<file path="config.mk">
export PLATFORM = sky130hd
export DESIGN_NAME = plb_div
export DESIGN_NICKNAME = d
export VERILOG_FILES = /design/src/design/plb_div.sv
export SDC_FILE = /design/constraint.sdc
export NUM_CORES = 1
export LEC_CHECK = 0
export BUFFER_PORTS_ARGS = -buffer_cell sky130_fd_sc_hd__buf_4
export CORE_MARGIN = 5
export CORE_UTILIZATION = 50
export CTS_BUF_LIST = sky130_fd_sc_hd__clkbuf_8
export DETAILED_ROUTE_END_ITERATION = 16
export PLACE_DENSITY_LB_ADDON = 0.1
export SLEW_MARGIN = 20
export SYNTH_ARGS = -nofsm -noshare
export SYNTH_HDL_FRONTEND = slang
export SYNTH_SLANG_ARGS = --single-unit
</file>
<file path="constraint.sdc">
create_clock -name clk -period 5.1 [get_ports clk]
set_clock_uncertainty 0.15 [all_clocks]
set_input_delay 1.02 -clock clk [delete_from_list [all_inputs] [get_ports clk]]
set_output_delay 1.02 -clock clk [all_outputs]
set_load 0.01 [all_outputs]
</file>
<file path="src/design/plb_div.sv">
// Pipelined restoring divider, one quotient bit per stage, with overflow flag.
module plb_div #(
    parameter int NUM_W = 31,
    parameter int DEN_W = 16,
    parameter int Q_W   = 16
) (
    input  logic             clk,
    input  logic             en,
    input  logic [NUM_W-1:0] num,
    input  logic [DEN_W-1:0] den,
    output logic             ovf,
    output logic [Q_W-1:0]   quo
);

    localparam int HI_W  = NUM_W - Q_W;
    localparam int CMP_W = HI_W + DEN_W;

    logic [DEN_W-1:0] rem_reg  [0:Q_W-1];
    logic [DEN_W-1:0] rem_next [0:Q_W-1];
    logic [DEN_W-1:0] den_reg  [0:Q_W-1];
    logic [DEN_W-1:0] den_next [0:Q_W-1];
    logic [Q_W-1:0]   low_reg  [0:Q_W-1];
    logic [Q_W-1:0]   low_next [0:Q_W-1];
    logic [Q_W-1:0]   quo_reg  [0:Q_W];
    logic [Q_W-1:0]   quo_next [0:Q_W];
    logic             ovf_reg  [0:Q_W];
    logic             ovf_next [0:Q_W];

    always_comb
    begin
        logic [HI_W-1:0]  hi;
        logic [DEN_W:0]   trial;
        logic             qbit;
        hi = num[NUM_W-1:Q_W];
        // The quotient overflows when the top part already reaches the divisor.
        ovf_next[0] = CMP_W'(hi) >= CMP_W'(den);
        rem_next[0] = DEN_W'(hi);
        den_next[0] = den;
        low_next[0] = num[Q_W-1:0];
        quo_next[0] = '0;
        for (int k = 1; k <= Q_W; k++)
        begin
            trial = {rem_reg[k-1], low_reg[k-1][Q_W-1]};
            qbit  = trial >= {1'b0, den_reg[k-1]};
            quo_next[k] = {quo_reg[k-1][Q_W-2:0], qbit};
            ovf_next[k] = ovf_reg[k-1];
            if (k < Q_W)
            begin
                rem_next[k] = qbit ? DEN_W'(trial - {1'b0, den_reg[k-1]}) : DEN_W'(trial);
                den_next[k] = den_reg[k-1];
                low_next[k] = {low_reg[k-1][Q_W-2:0], 1'b0};
            end
        end
    end

    always_ff @(posedge clk)
    begin
        if (en)
        begin
            for (int k = 0; k < Q_W; k++)
            begin
                rem_reg[k] <= rem_next[k];
                den_reg[k] <= den_next[k];
                low_reg[k] <= low_next[k];
            end
            for (int k = 0; k <= Q_W; k++)
            begin
                quo_reg[k] <= quo_next[k];
                ovf_reg[k] <= ovf_next[k];
            end
        end
    end

    assign ovf = ovf_reg[Q_W];
    assign quo = quo_reg[Q_W];

endmodule

</file>
==> qor.csv, run 1 <==
metric,value,unit
routed-via-count,23200,
core_area,77500,um2
irDropWorstVdd,212,uV
seqCellArea,24000,um2
ys_seq_elements,800,
crit_required,5.44,ns
p_leak,17.5,nW
grt-ovfl-total,0,
synth_edf_count,800,
crit_arrival,4.03,ns
drc,0,
dr.pass1.iters,5,
final_layout_size_suffix_gt1_share,13.8,%
place_hpwl,53.2,mm
die_x,290,um
netlist_area,39100,um2
async_flop_share,0,%
layout.nets,3482,
multi_input_area,13700,um2
powerDensity,570,nW/um2
grt_antenna_before_repair,2,
final_antenna_net_count,0,
wl_per_cell,17.4,um
rsz0062_at_grt,no,
clock_latency,0.77,ns
port_buffers,65,
hold_buffers,0,
areaGrowthSynthToFinish,11.8,%
maxSlewHeadroom,29.0,%
die_area,83900,um2
cap_violations,0,
cts_buffers,139,
fillCellCount,6355,
fin_area,43700,um2
ys_seq_area_share,61.4,%
critPathLaunchType,flip-flop,
drt_iter0_drc,1281,
final_cell_mix,"800 x edfxtp_1, 373 x inv_1, 271 x ha_1",
whs,0.260,ns
via_per_inst,5.40,
layout_commonest_cell,edfxtp_1,
clock_path_buffers,3,
grt_pass1_wl,120,mm
crit_path_end_kind,flip-flop,
rows,102,
syn_inst,2948,
synth_ff_type,edfxtp_1,
place_congestion,0.874,
fmax,271,MHz
crit_type,flip-flop to flip-flop,
initial_core_util,50.5,%
die_h,290,um
setup_viol,0,
period_share,72.5,%
drv_slew,0,
largest_reg_flops,256,
syn_area_per_cell,13.3,um2
cts_root_buf,clkbuf_8,
cts_tree,yes,
totalWireLength,75.0,mm
critPathMaxFanout,17,
htreeDepth,4,
clk_pin_slew,0.06,ns
postCtsSetupRepairBufs,0,
grt_pass1_vias,23300,
syn_nets,3283,
place_area,41100,um2
yosysWarningCount,0,
fin_util,56.5,%
num_io_pins,66,
hold_viol,0,
status,completed,
clock_sinks,800,
synth.distinct_cells,77,
tns,0,ns
holdCritPathClass,flip-flop to flip-flop,
ctsResizeCount,0,
tightest_slew,1.04,ns
grt_max_degree,97,
period_minus_slack,3.70,ns
grt_usage,17.9,%
==> worst paths after layout <==
check                 startpoint               to  slack (ns)  cells past startpoint
setup / recovery  den_reg[0][81]  rem_reg[0][111]        1.40                      9
hold / removal    low_reg[0][56]   low_reg[0][73]        0.26                      0
setup reg to reg  den_reg[0][81]  rem_reg[0][111]        1.40                      9
hold reg to reg   low_reg[0][56]   low_reg[0][73]        0.26                      0
==> critical path, cell delays in order (launching register included) <==
cell and delay, ns:
edfxtp_1 0.40, inv_1 0.06, ha_1 0.32, a21oi_1 0.20
o2111ai_1 0.21, a311oi_1 0.57, o31a_1 0.25, o21ai_0 0.14
a41oi_4 0.71, mux2_2 0.41
==> power breakdown <==
group | internal (mW) | switching, mW
Clock | 2.96 | 2.58
Combinational | 4.48 | 4.95
Sequential | 9.21 | 0.737
Total | 16.7 | 8.27
==> stage by stage <==
step / cells / setup slack, ns / total power, mW
finish: 4299 / 1.40 / 24.9
global route: 4299 / 1.20 / 26.6
CTS: 4294 / 1.10 / 25.1
detailed placement: 4046 / 1.15 / 19.4
global placement: 4046 / 1.40 / 19.1
floorplan: 2948 / 1.79 / 17.1
==> logic make-up (layout without fill, tap and decap cells) <==
family | Yosys count | count (layout) | share of synthesized area [%]
buffers and inverters | 374 | 680 | 3.65
AOI/OAI and AO/OA | 568 | 568 | 9.44
xor gates and xnor gates | 167 | 167 | 3.74
other | 0 | 5 | 0
muxes | 181 | 181 | 5.20
and+or+nand+nor | 572 | 572 | 7.12
adders and majority gates | 286 | 286 | 9.43
DFF | 800 | 800 | 61.4
==> metal layers <==
metal	part of all wire, %	global-route usage (%)
met3	4.1	3.51
met1	45	23.3
met4	2.7	6.37
met5	0	0
met2	49	30.0
==> final cells by class <==
class                      count  share of cell area [%]
antenna                        5                  0.0286
sequential                   800                    54.9
clock inverter               106                    1.54
tap                         1040                    2.97
inverter                     340                    2.92
timing repair buffer          92                    1.80
multi-input combinational   1774                    31.4
clock buffer                 142                    4.47
==> Yosys cell counts, types with 39 or more instances <==
cell | number | area share (%)
xnor2_1 | 117 | 2.6
inv_1 | 339 | 3.3
nor3_1 | 59 | 0.75
nand4_1 | 40 | 0.64
nand2_1 | 114 | 1.1
a21o_1 | 49 | 0.94
mux2_2 | 150 | 4.3
edfxtp_1 | 800 | 61
nor2b_1 | 39 | 0.62
xor2_1 | 50 | 1.1
ha_1 | 271 | 8.7
nor2_1 | 168 | 1.6
nand3_1 | 46 | 0.59
o21ai_0 | 136 | 1.7
a21oi_1 | 157 | 2.0
(Power assumes the default switching activity.)
==> run 2, diff against run 1 <==
- clock period: 5.1 -> 3.6 ns (I/O delays scaled with it)
==> qor.csv, run 2 (synthesis results as in run 1) <==
metric,value,unit
status,completed,
cts_buffers,140,
grt-ovfl-total,0,
num_io_pins,66,
met3_usage,3.46,%
final_antenna_net_count,0,
hold_path_end,low_reg[0][122],
cap_violations,0,
period_share,95.6,%
die_x,290,um
cts_root_buf,clkbuf_8,
routed-via-count,23600,
areaGrowthSynthToFinish,13.8,%
grt_max_degree,113,
maxSlewHeadroom,46.8,%
period_minus_slack,3.44,ns
p_leak,17.9,nW
rsz0062_at_grt,no,
critPathMaxFanout,16,
grt_pass1_wl,121,mm
clock_sinks,800,
fmax,291,MHz
hold_viol,0,
place_hpwl,53.5,mm
crit_arrival,3.78,ns
layout.nets,3559,
layout_commonest_cell,edfxtp_1,
fillCellCount,6247,
grt_pass1_vias,23900,
r2r_start,den_reg[0][33],
crit_path_end_kind,flip-flop,
clk_pin_slew,0.06,ns
critPathLaunchType,flip-flop,
grt_usage,17.9,%
powerDensity,795,nW/um2
via_per_inst,5.39,
htreeDepth,4,
clock_latency,0.78,ns
grt_antenna_before_repair,3,
dr.pass1.iters,5,
die_area,83900,um2
drt_iter0_drc,1407,
drc,0,
hold_start,low_reg[0][105],
timing.rr.end,rem_reg[0][61],
place_congestion,0.892,
clock_path_buffers,3,
holdCritPathClass,flip-flop to flip-flop,
totalWireLength,75.0,mm
final_layout_size_suffix_gt1_share,14.5,%
irDropWorstVdd,341,uV
drv_slew,0,
met2_usage,29.9,%
die_h,290,um
tns,0,ns
crit_type,flip-flop to flip-flop,
initial_core_util,50.5,%
setup_viol,0,
final_cell_mix,"800 x edfxtp_1, 376 x inv_1, 271 x ha_1",
largest_reg_flops,256,
hold_depth,0,
core_area,77500,um2
tightest_slew,0.796,ns
setup_ws,0.160,ns
rows,102,
r2r_setup_slack,0.16,ns
met1_usage,23.6,%
wl_per_cell,17.1,um
busiest_layer,met2,
crit_required,3.94,ns
port_buffers,65,
place_worst_setup_slack,0.0711,ns
cts_tree,yes,
reg2reg_depth,10,
run 2: area by class of cell:
| cell class | instances | area [um2] | area share (%) |
|---|---|---|---|
| clock inverter | 111 | 634 | 1.43 |
| timing repair buffer | 168 | 1600 | 3.60 |
| tap | 1040 | 1300 | 2.92 |
| inverter | 340 | 1280 | 2.87 |
| clock buffer | 141 | 1940 | 4.36 |
| sequential | 800 | 24000 | 54.0 |
| multi-input combinational | 1774 | 13700 | 30.8 |
| antenna | 1 | 2.50 | 0.00562 |
run 2: power breakdown:
| part | switching, mW | total (mW) | internal, mW | leakage [nW] |
|---|---|---|---|---|
| logic | 7.05 | 13.7 | 6.63 | 8.61 |
| registers | 1.05 | 14.1 | 13.0 | 7.81 |
| clock network | 3.69 | 7.61 | 3.92 | 1.46 |
run 2: critical path: stages (launching register included):
cell,delay [ns]
edfxtp_1,0.35
inv_1,0.05
ha_1,0.30
nor2b_4,0.13
o31a_1,0.27
or4_1,0.42
a221o_1,0.37
a211o_2,0.36
o2111ai_4,0.22
nand2_4,0.20
mux2_4,0.35
run 2: metal layers:
layer / wire length [um] / part of all wire (%)
met2: 36300 / 48
met1: 33400 / 44
met5: 0 / 0
met3: 3360 / 4.5
met4: 1950 / 2.6
run 2: how the worst max path moves through the flow:
stage                           to  cells past startpoint  slack [ns]             from
floorplan           rem_reg[0][56]                     11        0.29   den_reg[0][33]
global placement    rem_reg[0][57]                     10        0.16   den_reg[0][33]
detailed placement   rem_reg[1][3]                     10        0.07  den_reg[0][113]
CTS                 rem_reg[1][15]                     10        0.06  den_reg[0][113]
global route        rem_reg[0][60]                     10        0.01   den_reg[0][33]
finish              rem_reg[0][61]                     10        0.16   den_reg[0][33]
run 2: metrics by stage:
| step | util (%) | hold WS (ns) | cells | total power [mW] | area (um2) |
|---|---|---|---|---|---|
| floorplan | - | 0.250 | 2948 | 24.2 | 39100 |
| global placement | 53.4 | 0.250 | 4074 | 27.3 | 41400 |
| detailed placement | 53.4 | 0.255 | 4074 | 27.7 | 41400 |
| CTS | 57.4 | 0.201 | 4373 | 35.6 | 44400 |
| global route | 57.5 | 0.233 | 4375 | 37.8 | 44500 |
| finish | 57.5 | 0.253 | 4375 | 35.4 | 44500 |
run 2: timing repair:
action,in CTS,in global routing
resized for setup,0,12
setup buffers,0,1
hold endpoints to repair,47,0
hold buffers,47,0
endpoints found under the setup margin,0,93
==> run 3, diff against run 2 <==
- CORE_MARGIN: 5 -> not set
==> qor.csv, run 3 (synthesis results as in run 1) <==
metric,value,unit
layout_commonest_cell,edfxtp_1,
grt_pass1_vias,23600,
setup_viol,0,
fin_util,57.7,%
totalWireLength,75.2,mm
setup_ws,0.126,ns
place_area,41400,um2
grt_max_degree,92,
drv_slew,0,
maxSlewHeadroom,53.7,%
clock_path_buffers,3,
crit_path_end_kind,flip-flop,
tns,0,ns
final_layout_size_suffix_gt1_share,14.8,%
period_share,96.5,%
routed-via-count,23500,
status,completed,
cts_buffers,140,
period_minus_slack,3.47,ns
drt_iter0_drc,1431,
grt-ovfl-total,0,
instances_no_fill,4380,
place_worst_setup_slack,0.0815,ns
powerDensity,805,nW/um2
rows,102,
fmax,288,MHz
die_area,79400,um2
via_per_inst,5.36,
hold_viol,0,
cts_root_buf,clkbuf_8,
wl_per_cell,17.2,um
dr.pass1.iters,5,
p_total,36.0,mW
final_cell_mix,"800 x edfxtp_1, 373 x inv_1, 270 x ha_1",
whs,0.247,ns
irDropWorstVdd,344,uV
critPathLaunchType,flip-flop,
grt_usage,19.3,%
grt_pass1_wl,121,mm
die_x,282,um
htreeDepth,4,
clock_latency,0.77,ns
drc,0,
crit_arrival,3.83,ns
p_leak,18.0,nW
final_antenna_net_count,0,
place_congestion,0.868,
holdCritPathClass,flip-flop to flip-flop,
cap_violations,0,
areaGrowthSynthToFinish,14.3,%
core_area,77500,um2
place_inst,4070,
die_h,282,um
rsz0062_at_grt,no,
place_hpwl,53.2,mm
initial_core_util,50.5,%
fin_area,44700,um2
layout.nets,3555,
grt_antenna_before_repair,2,
cts_tree,yes,
clock_sinks,800,
largest_reg_flops,256,
crit_required,3.95,ns
num_io_pins,66,
clk_pin_slew,0.06,ns
tightest_slew,0.677,ns
crit_type,flip-flop to flip-flop,
critPathMaxFanout,16,
port_buffers,65,
## run 3: cell count changes in the layout (fill, tap and decap cells not counted), sizes merged
cell / change
clkinvlp: -1
bufinv: +7
buf: -4
diode: +3
## run 3: repair_timing
item                                    CTS  global route
hold buffers                             47             0
resized for setup                         0             8
setup buffers                             0             1
hold endpoints to repair                 47             0
endpoints found under the setup margin    0            89
## run 3: final timing paths
path                          to           start  slack [ns]  cells past startpoint
hold / removal    low_reg[1][31]  low_reg[1][14]        0.25                      0
setup / recovery  rem_reg[0][57]  den_reg[0][33]        0.13                     10
setup reg to reg  rem_reg[0][57]  den_reg[0][33]        0.13                     10
hold reg to reg   low_reg[1][31]  low_reg[1][14]        0.25                      0
## run 3: layer usage
layer	share of wire, %	global-route usage (%)	up-vias
li1	-	-	11600
met1	45	25.0	11200
met2	49	32.1	517
met3	4.3	3.72	157
met4	2.6	7.29	0
met5	0	0	-
## run 3: final cells by class
cell class / count / area [um2]
fill: 6240 / 32800
sequential: 800 / 24000
multi-input combinational: 1774 / 13700
clock buffer: 141 / 1940
timing repair buffer: 164 / 1590
tap: 1040 / 1300
inverter: 340 / 1280
clock inverter: 117 / 843
antenna: 4 / 10.0
## run 3: report_power, final
group,switching [mW],internal [mW]
sequential,1.06,13.0
clock,3.78,4.45
combinational,7.03,6.60
total,11.9,24.1
## run 3: critical path, stage by stage, from the launching register on
cell	delay (ns)
edfxtp_1	0.39
inv_1	0.12
ha_4	0.21
nor2b_4	0.12
o31a_1	0.27
or4_1	0.42
a221o_1	0.38
a211o_2	0.35
o2111ai_2	0.24
nand2_4	0.20
mux2_4	0.36
