`src/design/plb_delay.sv`:
```
// Stallable delay line that carries a valid bit alongside its data.
module plb_delay #(
    parameter int WIDTH = 8,
    parameter int DEPTH = 2
) (
    input  logic             clk,
    input  logic             rst_n,
    input  logic             en,
    input  logic             valid,
    input  logic [WIDTH-1:0] data,
    output logic             valid_dly,
    output logic [WIDTH-1:0] data_dly
);

    logic [DEPTH-1:0] vld_reg;
    logic [WIDTH-1:0] dat_reg [0:DEPTH-1];

    always_ff @(posedge clk or negedge rst_n)
    begin
        if (!rst_n)
        begin
            vld_reg <= '0;
        end
        else if (en)
        begin
            vld_reg <= {vld_reg[DEPTH-2:0], valid};
        end
    end

    always_ff @(posedge clk)
    begin
        if (en)
        begin
            dat_reg[0] <= data;
            for (int k = 1; k < DEPTH; k++)
            begin
                dat_reg[k] <= dat_reg[k-1];
            end
        end
    end

    assign valid_dly = vld_reg[DEPTH-1];
    assign data_dly  = dat_reg[DEPTH-1];

endmodule

```
`config.mk`:
```
export PLATFORM = sky130hd
export DESIGN_NAME = plb_delay
export DESIGN_NICKNAME = d
export VERILOG_FILES = /design/src/design/plb_delay.sv
export SDC_FILE = /design/constraint.sdc
export NUM_CORES = 1
export LEC_CHECK = 0
export ABC_AREA = 1
export BUFFER_PORTS_ARGS = -buffer_cell sky130_fd_sc_hd__buf_4
export CELL_PAD_IN_SITES_DETAIL_PLACEMENT = 0
export CELL_PAD_IN_SITES_GLOBAL_PLACEMENT = 2
export CORE_UTILIZATION = 31
export DETAILED_ROUTE_END_ITERATION = 10
export GPL_TIMING_DRIVEN = 0
export PLACE_DENSITY_LB_ADDON = 0.1
export SLEW_MARGIN = 30
export SYNTH_ARGS = -nofsm -noshare
export SYNTH_HDL_FRONTEND = slang
export SYNTH_SLANG_ARGS = --single-unit
```
`constraint.sdc`:
```
create_clock -name clk -period 0.8 [get_ports clk]
set_input_delay 0.04 -clock clk [delete_from_list [all_inputs] [get_ports clk]]
set_output_delay 0.04 -clock clk [all_outputs]
set_load 0.1 [all_outputs]
```
==> results of run 1 <==
-- synthesized netlist by cell type --
cell,number,area (sq um)
edfxtp_1,16,480.5
dfrtp_1,2,50.05
nand2_1,6,22.52
buf_4,8,60.06
inv_1,1,3.750
-- cells in the final DEF, fill, tap and decap left out --
cell / Yosys / layout
buf_12: 0 / 9
buf_4: 8 / 11
clkbuf_1: 0 / 1
clkbuf_4: 0 / 3
dfrtp_1: 2 / 1
dfrtp_4: 0 / 1
dlygate4sd3_1: 0 / 10
edfxtp_1: 16 / 16
inv_1: 1 / 1
nand2_1: 6 / 6
-- kinds of logic after synthesis --
family	count (synthesis)	synth area share [%]
buf+inv	9	10.34
flops	18	86.00
simple gates	6	3.651
-- path summary, 6_finish.rpt --
| check | start | endpoint | slack, ns |
|---|---|---|---|
| worst min register to register | dat_reg[0][3] | dat_reg[0][11] | 0.43 |
| worst min-delay path | rst_n | vld_reg[1] | 0.07 |
| min in group clk | en | vld_reg[1] | 0.13 |
| worst max-delay path | vld_reg[1] | valid_dly | -0.18 |
| max in group asynchronous | rst_n | vld_reg[1] | 0.63 |
| worst max register to register | vld_reg[1] | vld_reg[1] | 0.10 |
-- report_power, final --
part	internal (mW)	switching, mW
clock	0.193	0.249
combinational	0.190	0.288
sequential	1.11	0.0373
-- per-stage QoR --
step                      total power, mW  std cells
after detailed placement            1.546         78
after global routing                2.152         84
final                               2.067         84
after global placement              1.535         78
after floorplan                     1.431         33
after CTS                           2.094         84
-- timing repair --
item / 4_1_cts / 5_1_grt
hold endpoints to repair: 11 / 0
setup endpoints to repair: 9 / 9
buffers inserted: 0 / 0
hold buffers: 10 / 0
gates resized for setup: 27 / 0
-- per-layer routing --
layer | part of all wire, % | GRT usage, % | up-vias | wire length [um]
met3 | 3.7 | 2.353 | 2 | 32
met1 | 35 | 9.091 | 155 | 301
met4 | 0.81 | 7.059 | 0 | 7
li1 | - | - | 157 | -
met2 | 61 | 17.78 | 13 | 525
met5 | 0 | 0 | - | 0
-- layout make-up --
cell class,instances,area share (%)
clock buffers,4,2.679
inverters,1,0.3827
multi-input cells,6,2.296
flip-flops and latches,18,54.46
well taps,25,3.189
repair buffers,30,36.99
==> run_results.csv, run 1 <==
group,metric,value,unit
run_status,status,"complete, but fails checks",
run_status,violations,"setup timing",
setup_path,slowest_delay,0.50,ns
synthesis,synthesis.area,616.8,sq um
cts,cts_sinks,18,
synthesis,synth_seq_cells,18,
setup_path,crit_cells,1,
global_route,track_usage,9.704,%
global_route,gr-total-overflow,0,
cts,insertion_delay,0.28,ns
global_route,antenna_found_initial,0,
cells_and_area,final_area,980.9,sq um
synthesis,synth_area_per_cell,18.69,sq um
cts,cts-root-buf,"clkbuf_4",
sta,final.min_clock_period,0.9830,ns
cells_and_area,area_growth,59.03,%
cells_and_area,multiInputGateArea,22.52,sq um
hold_path,worstHoldPathType,"primary input to async pin",
sta,setup_tns,-1.244,ns
setup_path,cp.buffers_inverters,1,
sta,drv_slew,0,
sta,finalCritPeriodShare,122.9,%
cts,cts_tree,"done",
sta,hold_violations,0,
setup_path,crit_required,0.76,ns
cells_and_area,insertedDiodeCount,0,
synthesis,yosysSeqAreaShare,86.00,%
placed_design,place_congestion,0.5833,
synthesis,synth_cell_type_count,5,
placed_design,place_ws,0.04769,ns
sta,max_freq,1017,MHz
global_route,first_global_vias,337,
synthesis,synthCells,33,
setup_path,crit_chain,"buf_12",
routing,wl_per_cell,10.31,um
die,die_y,46.61,um
die,pin_count,21,
cells_and_area,fillers,156,
power_and_ir_drop,peakVddDrop,1.028,mV
power_and_ir_drop,p_per_area,2107,mW/mm^2
cells_and_area,largest_register_ffs,16,
die,coreArea,0.001802,sq mm
routing,via_per_inst,3.893,
global_route,grt_pass1_wl,1345,um
setup_path,crit_type,"flop to primary output",
cells_and_area,nets,72,
sta,slew_headroom,84.14,%
setup_path,cp_slowest_cell,"dfrtp_4",
setup_path,startpoint_type,"flop",
routing,routed_wl,866,um
die,initial_core_util,34.24,%
routing,drt_iter0_markers,7,
setup_path,cp-end-kind,"primary output",
setup_path,worst_r2r_path_depth,2,
cts,htreeDepth,1,
routing,first_pass_iters,2,
placed_design,dpl-instance-area,802.0,sq um
sta,layout_setup_ws,-0.1830,ns
sta,holdWs,0.06942,ns
sta,rsz0062_at_grt,"true",
cts,clk_pin_slew,0.09,ns
die,rows,15,
synthesis,ys_warn_count,0,
cts,cts_buffers,3,
routing,antenna_left,0,
die,die_area,0.002172,sq mm
flow_run,max_cap_violations,0,
setup_path,cp_data_arrival_time,0.94,ns
die,die_w,46.61,um
global_route,grt_max_degree,20,
placed_design,port_buffers,20,
routing,drc_errors,0,
setup_path,crit_family,"flip-flops",
cts,clock_path_buffers,2,
sta,skew,0.008712,ns
routing,vias,327,
setup_path,critPathMaxFanout,2,
placed_design,dp_hpwl,565.7,um
power_and_ir_drop,power.leakage,0.3963,nW
sta,setup_viol,9,
cells_and_area,layout-drive-gt1-share,40.68,%
synthesis,syn_nets,45,
sta,worstMarginPinSlew,0.2379,ns
cells_and_area,seq_area,534.3,sq um
cells_and_area,final_core_util,54.44,%
(Power assumes the default switching activity.)
==> run 2: changes to the inputs <==
--- a/config.mk
+++ b/config.mk
@@ -9,7 +9,7 @@
 export BUFFER_PORTS_ARGS = -buffer_cell sky130_fd_sc_hd__buf_4
 export CELL_PAD_IN_SITES_DETAIL_PLACEMENT = 0
 export CELL_PAD_IN_SITES_GLOBAL_PLACEMENT = 2
-export CORE_UTILIZATION = 31
+export CORE_UTILIZATION = 28
 export DETAILED_ROUTE_END_ITERATION = 10
 export GPL_TIMING_DRIVEN = 0
 export PLACE_DENSITY_LB_ADDON = 0.1
==> constraint.sdc (replaced) <==
create_clock -name clk -period 0.83 [get_ports clk]
set_input_delay 0.0415 -clock clk [delete_from_list [all_inputs] [get_ports clk]]
set_output_delay 0.0415 -clock clk [all_outputs]
set_load 0.1 [all_outputs]
==> run_results.csv, run 2 (synthesized netlist as in run 1, its figures left out) <==
group,metric,value,unit
global_route,track_usage,9.176,%
cts,htreeDepth,1,
flow_run,max_cap_violations,0,
cells_and_area,multiInputGateArea,22.52,sq um
hold_path,worstHoldPathType,"primary input to async pin",
cells_and_area,insertedDiodeCount,0,
setup_path,slowest_delay,0.51,ns
routing,wl_per_cell,10.67,um
die,coreArea,0.002022,sq mm
die,initial_core_util,30.51,%
setup_path,critPathMaxFanout,2,
run_status,status,"complete, but fails checks",
sta,hold_violations,0,
setup_path,cp_slowest_cell,"dfrtp_4",
routing,via_per_inst,3.965,
sta,max_freq,986.3,MHz
power_and_ir_drop,peakVddDrop,0.9919,mV
cells_and_area,seq_area,534.3,sq um
placed_design,place_congestion,0.5583,
setup_path,crit_chain,"buf_12",
global_route,grt_max_degree,20,
setup_path,crit_family,"flip-flops",
sta,worstMarginPinSlew,0.2276,ns
setup_path,rrSetupSlack,0.12,ns
cts,cts-root-buf,"clkbuf_4",
routing,drc_errors,0,
sta,final.min_clock_period,1.014,ns
global_route,first_global_vias,375,
global_route,grt_pass1_wl,1552,um
sta,slew_headroom,84.83,%
setup_path,crit_required,0.79,ns
routing,routed_wl,918,um
cells_and_area,area_growth,61.05,%
cells_and_area,largest_register_ffs,16,
cts,cts_tree,"done",
power_and_ir_drop,p_per_area,2104,mW/mm^2
routing,drt_iter0_markers,5,
setup_path,cp_data_arrival_time,0.97,ns
cells_and_area,final_cell_mix,"edfxtp_1, buf_4, dlygate4sd3_1, buf_12, nand2_1",
setup_path,r2r-start,"vld_reg[1]",
routing,first_pass_iters,2,
cts,insertion_delay,0.28,ns
sta,rsz0062_at_grt,"true",
setup_path,worst_r2r_path_depth,2,
setup_path,cp-end-kind,"primary output",
sta,layout_setup_ws,-0.1839,ns
setup_path,crit_type,"flop to primary output",
cells_and_area,mostFrequentLayoutCell,"edfxtp_1",
setup_path,startpoint_type,"flop",
power_and_ir_drop,power.leakage,0.4023,nW
routing,vias,341,
sta,skew,0.0004001,ns
sta,setup_viol,9,
sta,holdWs,0.05334,ns
setup_path,cp.buffers_inverters,1,
routing,antenna_left,0,
global_route,gr-total-overflow,0,
setup_path,timing.rr.end,"vld_reg[1]",
cts,clk_pin_slew,0.10,ns
cells_and_area,final_core_util,49.13,%
die,pin_count,21,
placed_design,port_buffers,20,
placed_design,dp_hpwl,618.6,um
sta,drv_slew,0,
run_status,violations,"setup timing",
global_route,antenna_found_initial,0,
cells_and_area,layout-drive-gt1-share,42.37,%
setup_path,crit_cells,1,
die,die_y,48.94,um
cells_and_area,fillers,184,
cts,clock_path_buffers,2,
cts,cts_buffers,3,
sta,finalCritPeriodShare,122.2,%
cts,cts_sinks,18,
cells_and_area,nets,72,
die,die_w,48.94,um
die,die_area,0.002395,sq mm
die,rows,16,
[run 2: changes by cell type in the layout (fill, tap and decap cells not counted)]
cell,change
clkbuf_1,-1
clkbuf_8,+1
[run 2: where the power goes]
group / switching, mW / internal (mW)
logic: 0.277 / 0.183
registers: 0.0379 / 1.07
clock network: 0.256 / 0.267
total: 0.571 / 1.52
[run 2: what timing repair did]
action	in CTS	in global routing
hold buffers	10	0
hold endpoints to repair	11	0
resized for setup	27	0
endpoints found under the setup margin	9	9
buffers inserted	0	0
[run 2: worst max-delay path by stage]
stage	start	endpoint
final	vld_reg[1]	valid_dly
after CTS	vld_reg[1]	valid_dly
after detailed placement	dat_reg[0][14]	data_dly[6]
after global placement	dat_reg[0][11]	data_dly[3]
after global routing	vld_reg[1]	valid_dly
after floorplan	vld_reg[1]	vld_reg[1]
[run 2: stage by stage]
stage / power, mW / worst slack, ns / area, sq um / TNS, ns / instances
3_5_place_dp: 1.493 / 0.06269 / 804.5 / 0 / 80
2_1_floorplan: 1.379 / -0.02296 / 620.6 / -0.02296 / 33
6_report: 2.090 / -0.1839 / 993.5 / -1.130 / 86
3_3_place_gp: 1.480 / 0.09858 / 804.5 / 0 / 80
4_1_cts: 2.119 / -0.1943 / 993.5 / -1.267 / 86
5_1_grt: 2.178 / -0.2172 / 993.5 / -1.468 / 86
[run 2: per-layer routing]
metal | GRT usage (%) | share of wire [%] | wire [um]
met2 | 16.44 | 60 | 549
met3 | 1.869 | 4.7 | 43
met4 | 8.824 | 2.5 | 23
met1 | 8.502 | 33 | 302
met5 | 0 | 0 | 0
[run 2: cell type report]
| cell class | count | share of cell area (%) |
|---|---|---|
| multi-input combinational | 6 | 2.267 |
| inverter | 1 | 0.3778 |
| sequential | 18 | 53.78 |
| tap | 27 | 3.401 |
| clock buffer | 4 | 3.652 |
| timing repair buffer | 30 | 36.52 |
==> run 3: changes to the inputs <==
--- a/config.mk
+++ b/config.mk
@@ -13,6 +13,7 @@
 export DETAILED_ROUTE_END_ITERATION = 10
 export GPL_TIMING_DRIVEN = 0
 export PLACE_DENSITY_LB_ADDON = 0.1
+export SETUP_SLACK_MARGIN = 0.3
 export SLEW_MARGIN = 30
 export SYNTH_ARGS = -nofsm -noshare
 export SYNTH_HDL_FRONTEND = slang
==> run_results.csv, run 3 (synthesized netlist as in run 1, its figures left out) <==
group,metric,value,unit
sta,finalCritPeriodShare,121.3,%
hold_path,hold_path_depth,1,
power_and_ir_drop,p_comb_share,25.3,%
die,pin_count,21,
global_route,antenna_found_initial,0,
power_and_ir_drop,power.switching,0.5582,mW
cts,cts_sinks,18,
cts,cts_tree,"done",
routing,routed_wl,856,um
cts,htreeDepth,1,
cts,clk_pin_slew,0.09,ns
routing,drc_errors,0,
sta,final.min_clock_period,1.006,ns
setup_path,r2r-start,"vld_reg[1]",
run_status,violations,"hold timing, setup timing",
cells_and_area,fillers,189,
die,die_y,48.94,um
cells_and_area,layout-drive-gt1-share,59.32,%
die,die_area,0.002395,sq mm
global_route,track_usage,9.011,%
sta,skew,0.003300,ns
setup_path,critPathMaxFanout,2,
global_route,grt_pass1_wl,1559,um
flow_run,max_cap_violations,0,
setup_path,worst_r2r_path_depth,3,
setup_path,timing.rr.end,"vld_reg[1]",
hold_path,min_from,"data[2]",
cells_and_area,nets,72,
cts,cts-root-buf,"clkbuf_4",
setup_path,crit_type,"flop to primary output",
hold_path,worstHoldPathType,"primary input to flop",
power_and_ir_drop,power_frac_clock,20.7,%
setup_path,cp_data_arrival_time,0.96,ns
sta,rsz0062_at_grt,"true",
global_route,gr-total-overflow,0,
cts,cts_hold_buf,1,
sta,layout_setup_ws,-0.1765,ns
sta,setup_tns,-1.461,ns
die,coreArea,0.002022,sq mm
cells_and_area,insertedDiodeCount,0,
routing,wl_per_cell,9.953,um
die,die_w,48.94,um
die,initial_core_util,30.51,%
setup_path,cp_slowest_cell,"dfrtp_4",
setup_path,cp-end-kind,"primary output",
power_and_ir_drop,switching_share,27.54,%
setup_path,crit_chain,"buf_12",
sta,setup_viol,9,
setup_path,crit_family,"flip-flops",
power_and_ir_drop,total_power,2.027,mW
setup_path,rrSetupSlack,0.01,ns
cts,insertion_delay,0.28,ns
power_and_ir_drop,power.leakage,0.4195,nW
sta,worstMarginPinSlew,0.2292,ns
power_and_ir_drop,peakVddDrop,0.9092,mV
setup_path,cp.buffers_inverters,1,
placed_design,place_congestion,0.6292,
setup_path,crit_required,0.79,ns
cells_and_area,mostFrequentLayoutCell,"edfxtp_1",
hold_path,hold_path_end,"dat_reg[0][2]",
routing,antenna_left,0,
routing,via_per_inst,3.895,
die,rows,16,
cts,clock_path_buffers,2,
placed_design,port_buffers,20,
cts,cts_buffers,3,
placed_design,dp_hpwl,588.8,um
power_and_ir_drop,seqPwrFrac,54.1,%
cells_and_area,final_cell_mix,"edfxtp_1, buf_4, buf_6, buf_12, nand2_1",
sta,drv_slew,0,
sta,holdWs,-0.06536,ns
routing,drt_iter0_markers,3,
sta,slew_headroom,84.72,%
run_status,status,"complete, but fails checks",
power_and_ir_drop,p_per_area,2017,mW/mm^2
power_and_ir_drop,power.internal,1.469,mW
routing,vias,335,
global_route,grt_max_degree,20,
setup_path,startpoint_type,"flop",
cells_and_area,largest_register_ffs,16,
setup_path,slowest_delay,0.51,ns
global_route,first_global_vias,391,
cells_and_area,area_growth,62.88,%
sta,hold_violations,9,
routing,first_pass_iters,3,
sta,max_freq,993.6,MHz
placed_design,place_ws,0.07100,ns
[run 3: worst max-delay path by stage]
stage | to | start | cells after the start | slack, ns
finish | valid_dly | vld_reg[1] | 1 | -0.18
global placement | data_dly[1] | dat_reg[0][9] | 2 | 0.09
floorplan | vld_reg[1] | vld_reg[1] | 2 | -0.02
global route | data_dly[6] | dat_reg[0][14] | 2 | -0.24
detailed placement | data_dly[5] | dat_reg[0][13] | 2 | 0.07
CTS | data_dly[5] | dat_reg[0][13] | 2 | -0.19
[run 3: per-layer routing]
metal | vias to the layer above | global-route usage (%) | routed length (um)
met3 | 0 | 3.427 | 49
met1 | 162 | 9.016 | 284
met4 | 0 | 4.412 | 0
li1 | 158 | - | -
met2 | 15 | 16.20 | 522
met5 | - | 0 | 0
[run 3: cell type report]
cell class              instances  area, sq um  share of cell area (%)
plain buffers                   8        90.09                   8.966
well taps                      27        33.78                   3.362
clock buffers                   4        26.28                   2.615
multi-input cells               6        32.53                   3.238
flip-flops and latches         18        534.3                   53.18
inverters                       1        3.754                  0.3736
repair buffers                 22        284.0                   28.27
[run 3: metrics by stage]
step / area (sq um) / hold WS (ns) / utilization, % / cells
floorplan: 650.6 / -0.2541 / - / 33
global placement: 834.6 / -0.1770 / 41.27 / 80
detailed placement: 834.6 / -0.1744 / 41.27 / 80
CTS: 985.9 / -0.07693 / 48.76 / 85
global route: 1005 / -0.09244 / 49.69 / 86
finish: 1005 / -0.06536 / 49.69 / 86
[run 3: what timing repair did]
item | in CTS | in global routing
resized for setup | 28 | 3
endpoints found under the hold margin | 11 | 9
buffers inserted | 0 | 1
endpoints found under the setup margin | 19 | 19
[run 3: power by group through the flow]
stage	Combinational [mW]	Clock (mW)	Sequential, mW
global placement	0.391	0	1.11
finish	0.513	0.419	1.10
global route	0.531	0.495	1.10
detailed placement	0.398	0	1.11
CTS	0.496	0.443	1.10
floorplan	0.253	0	1.15
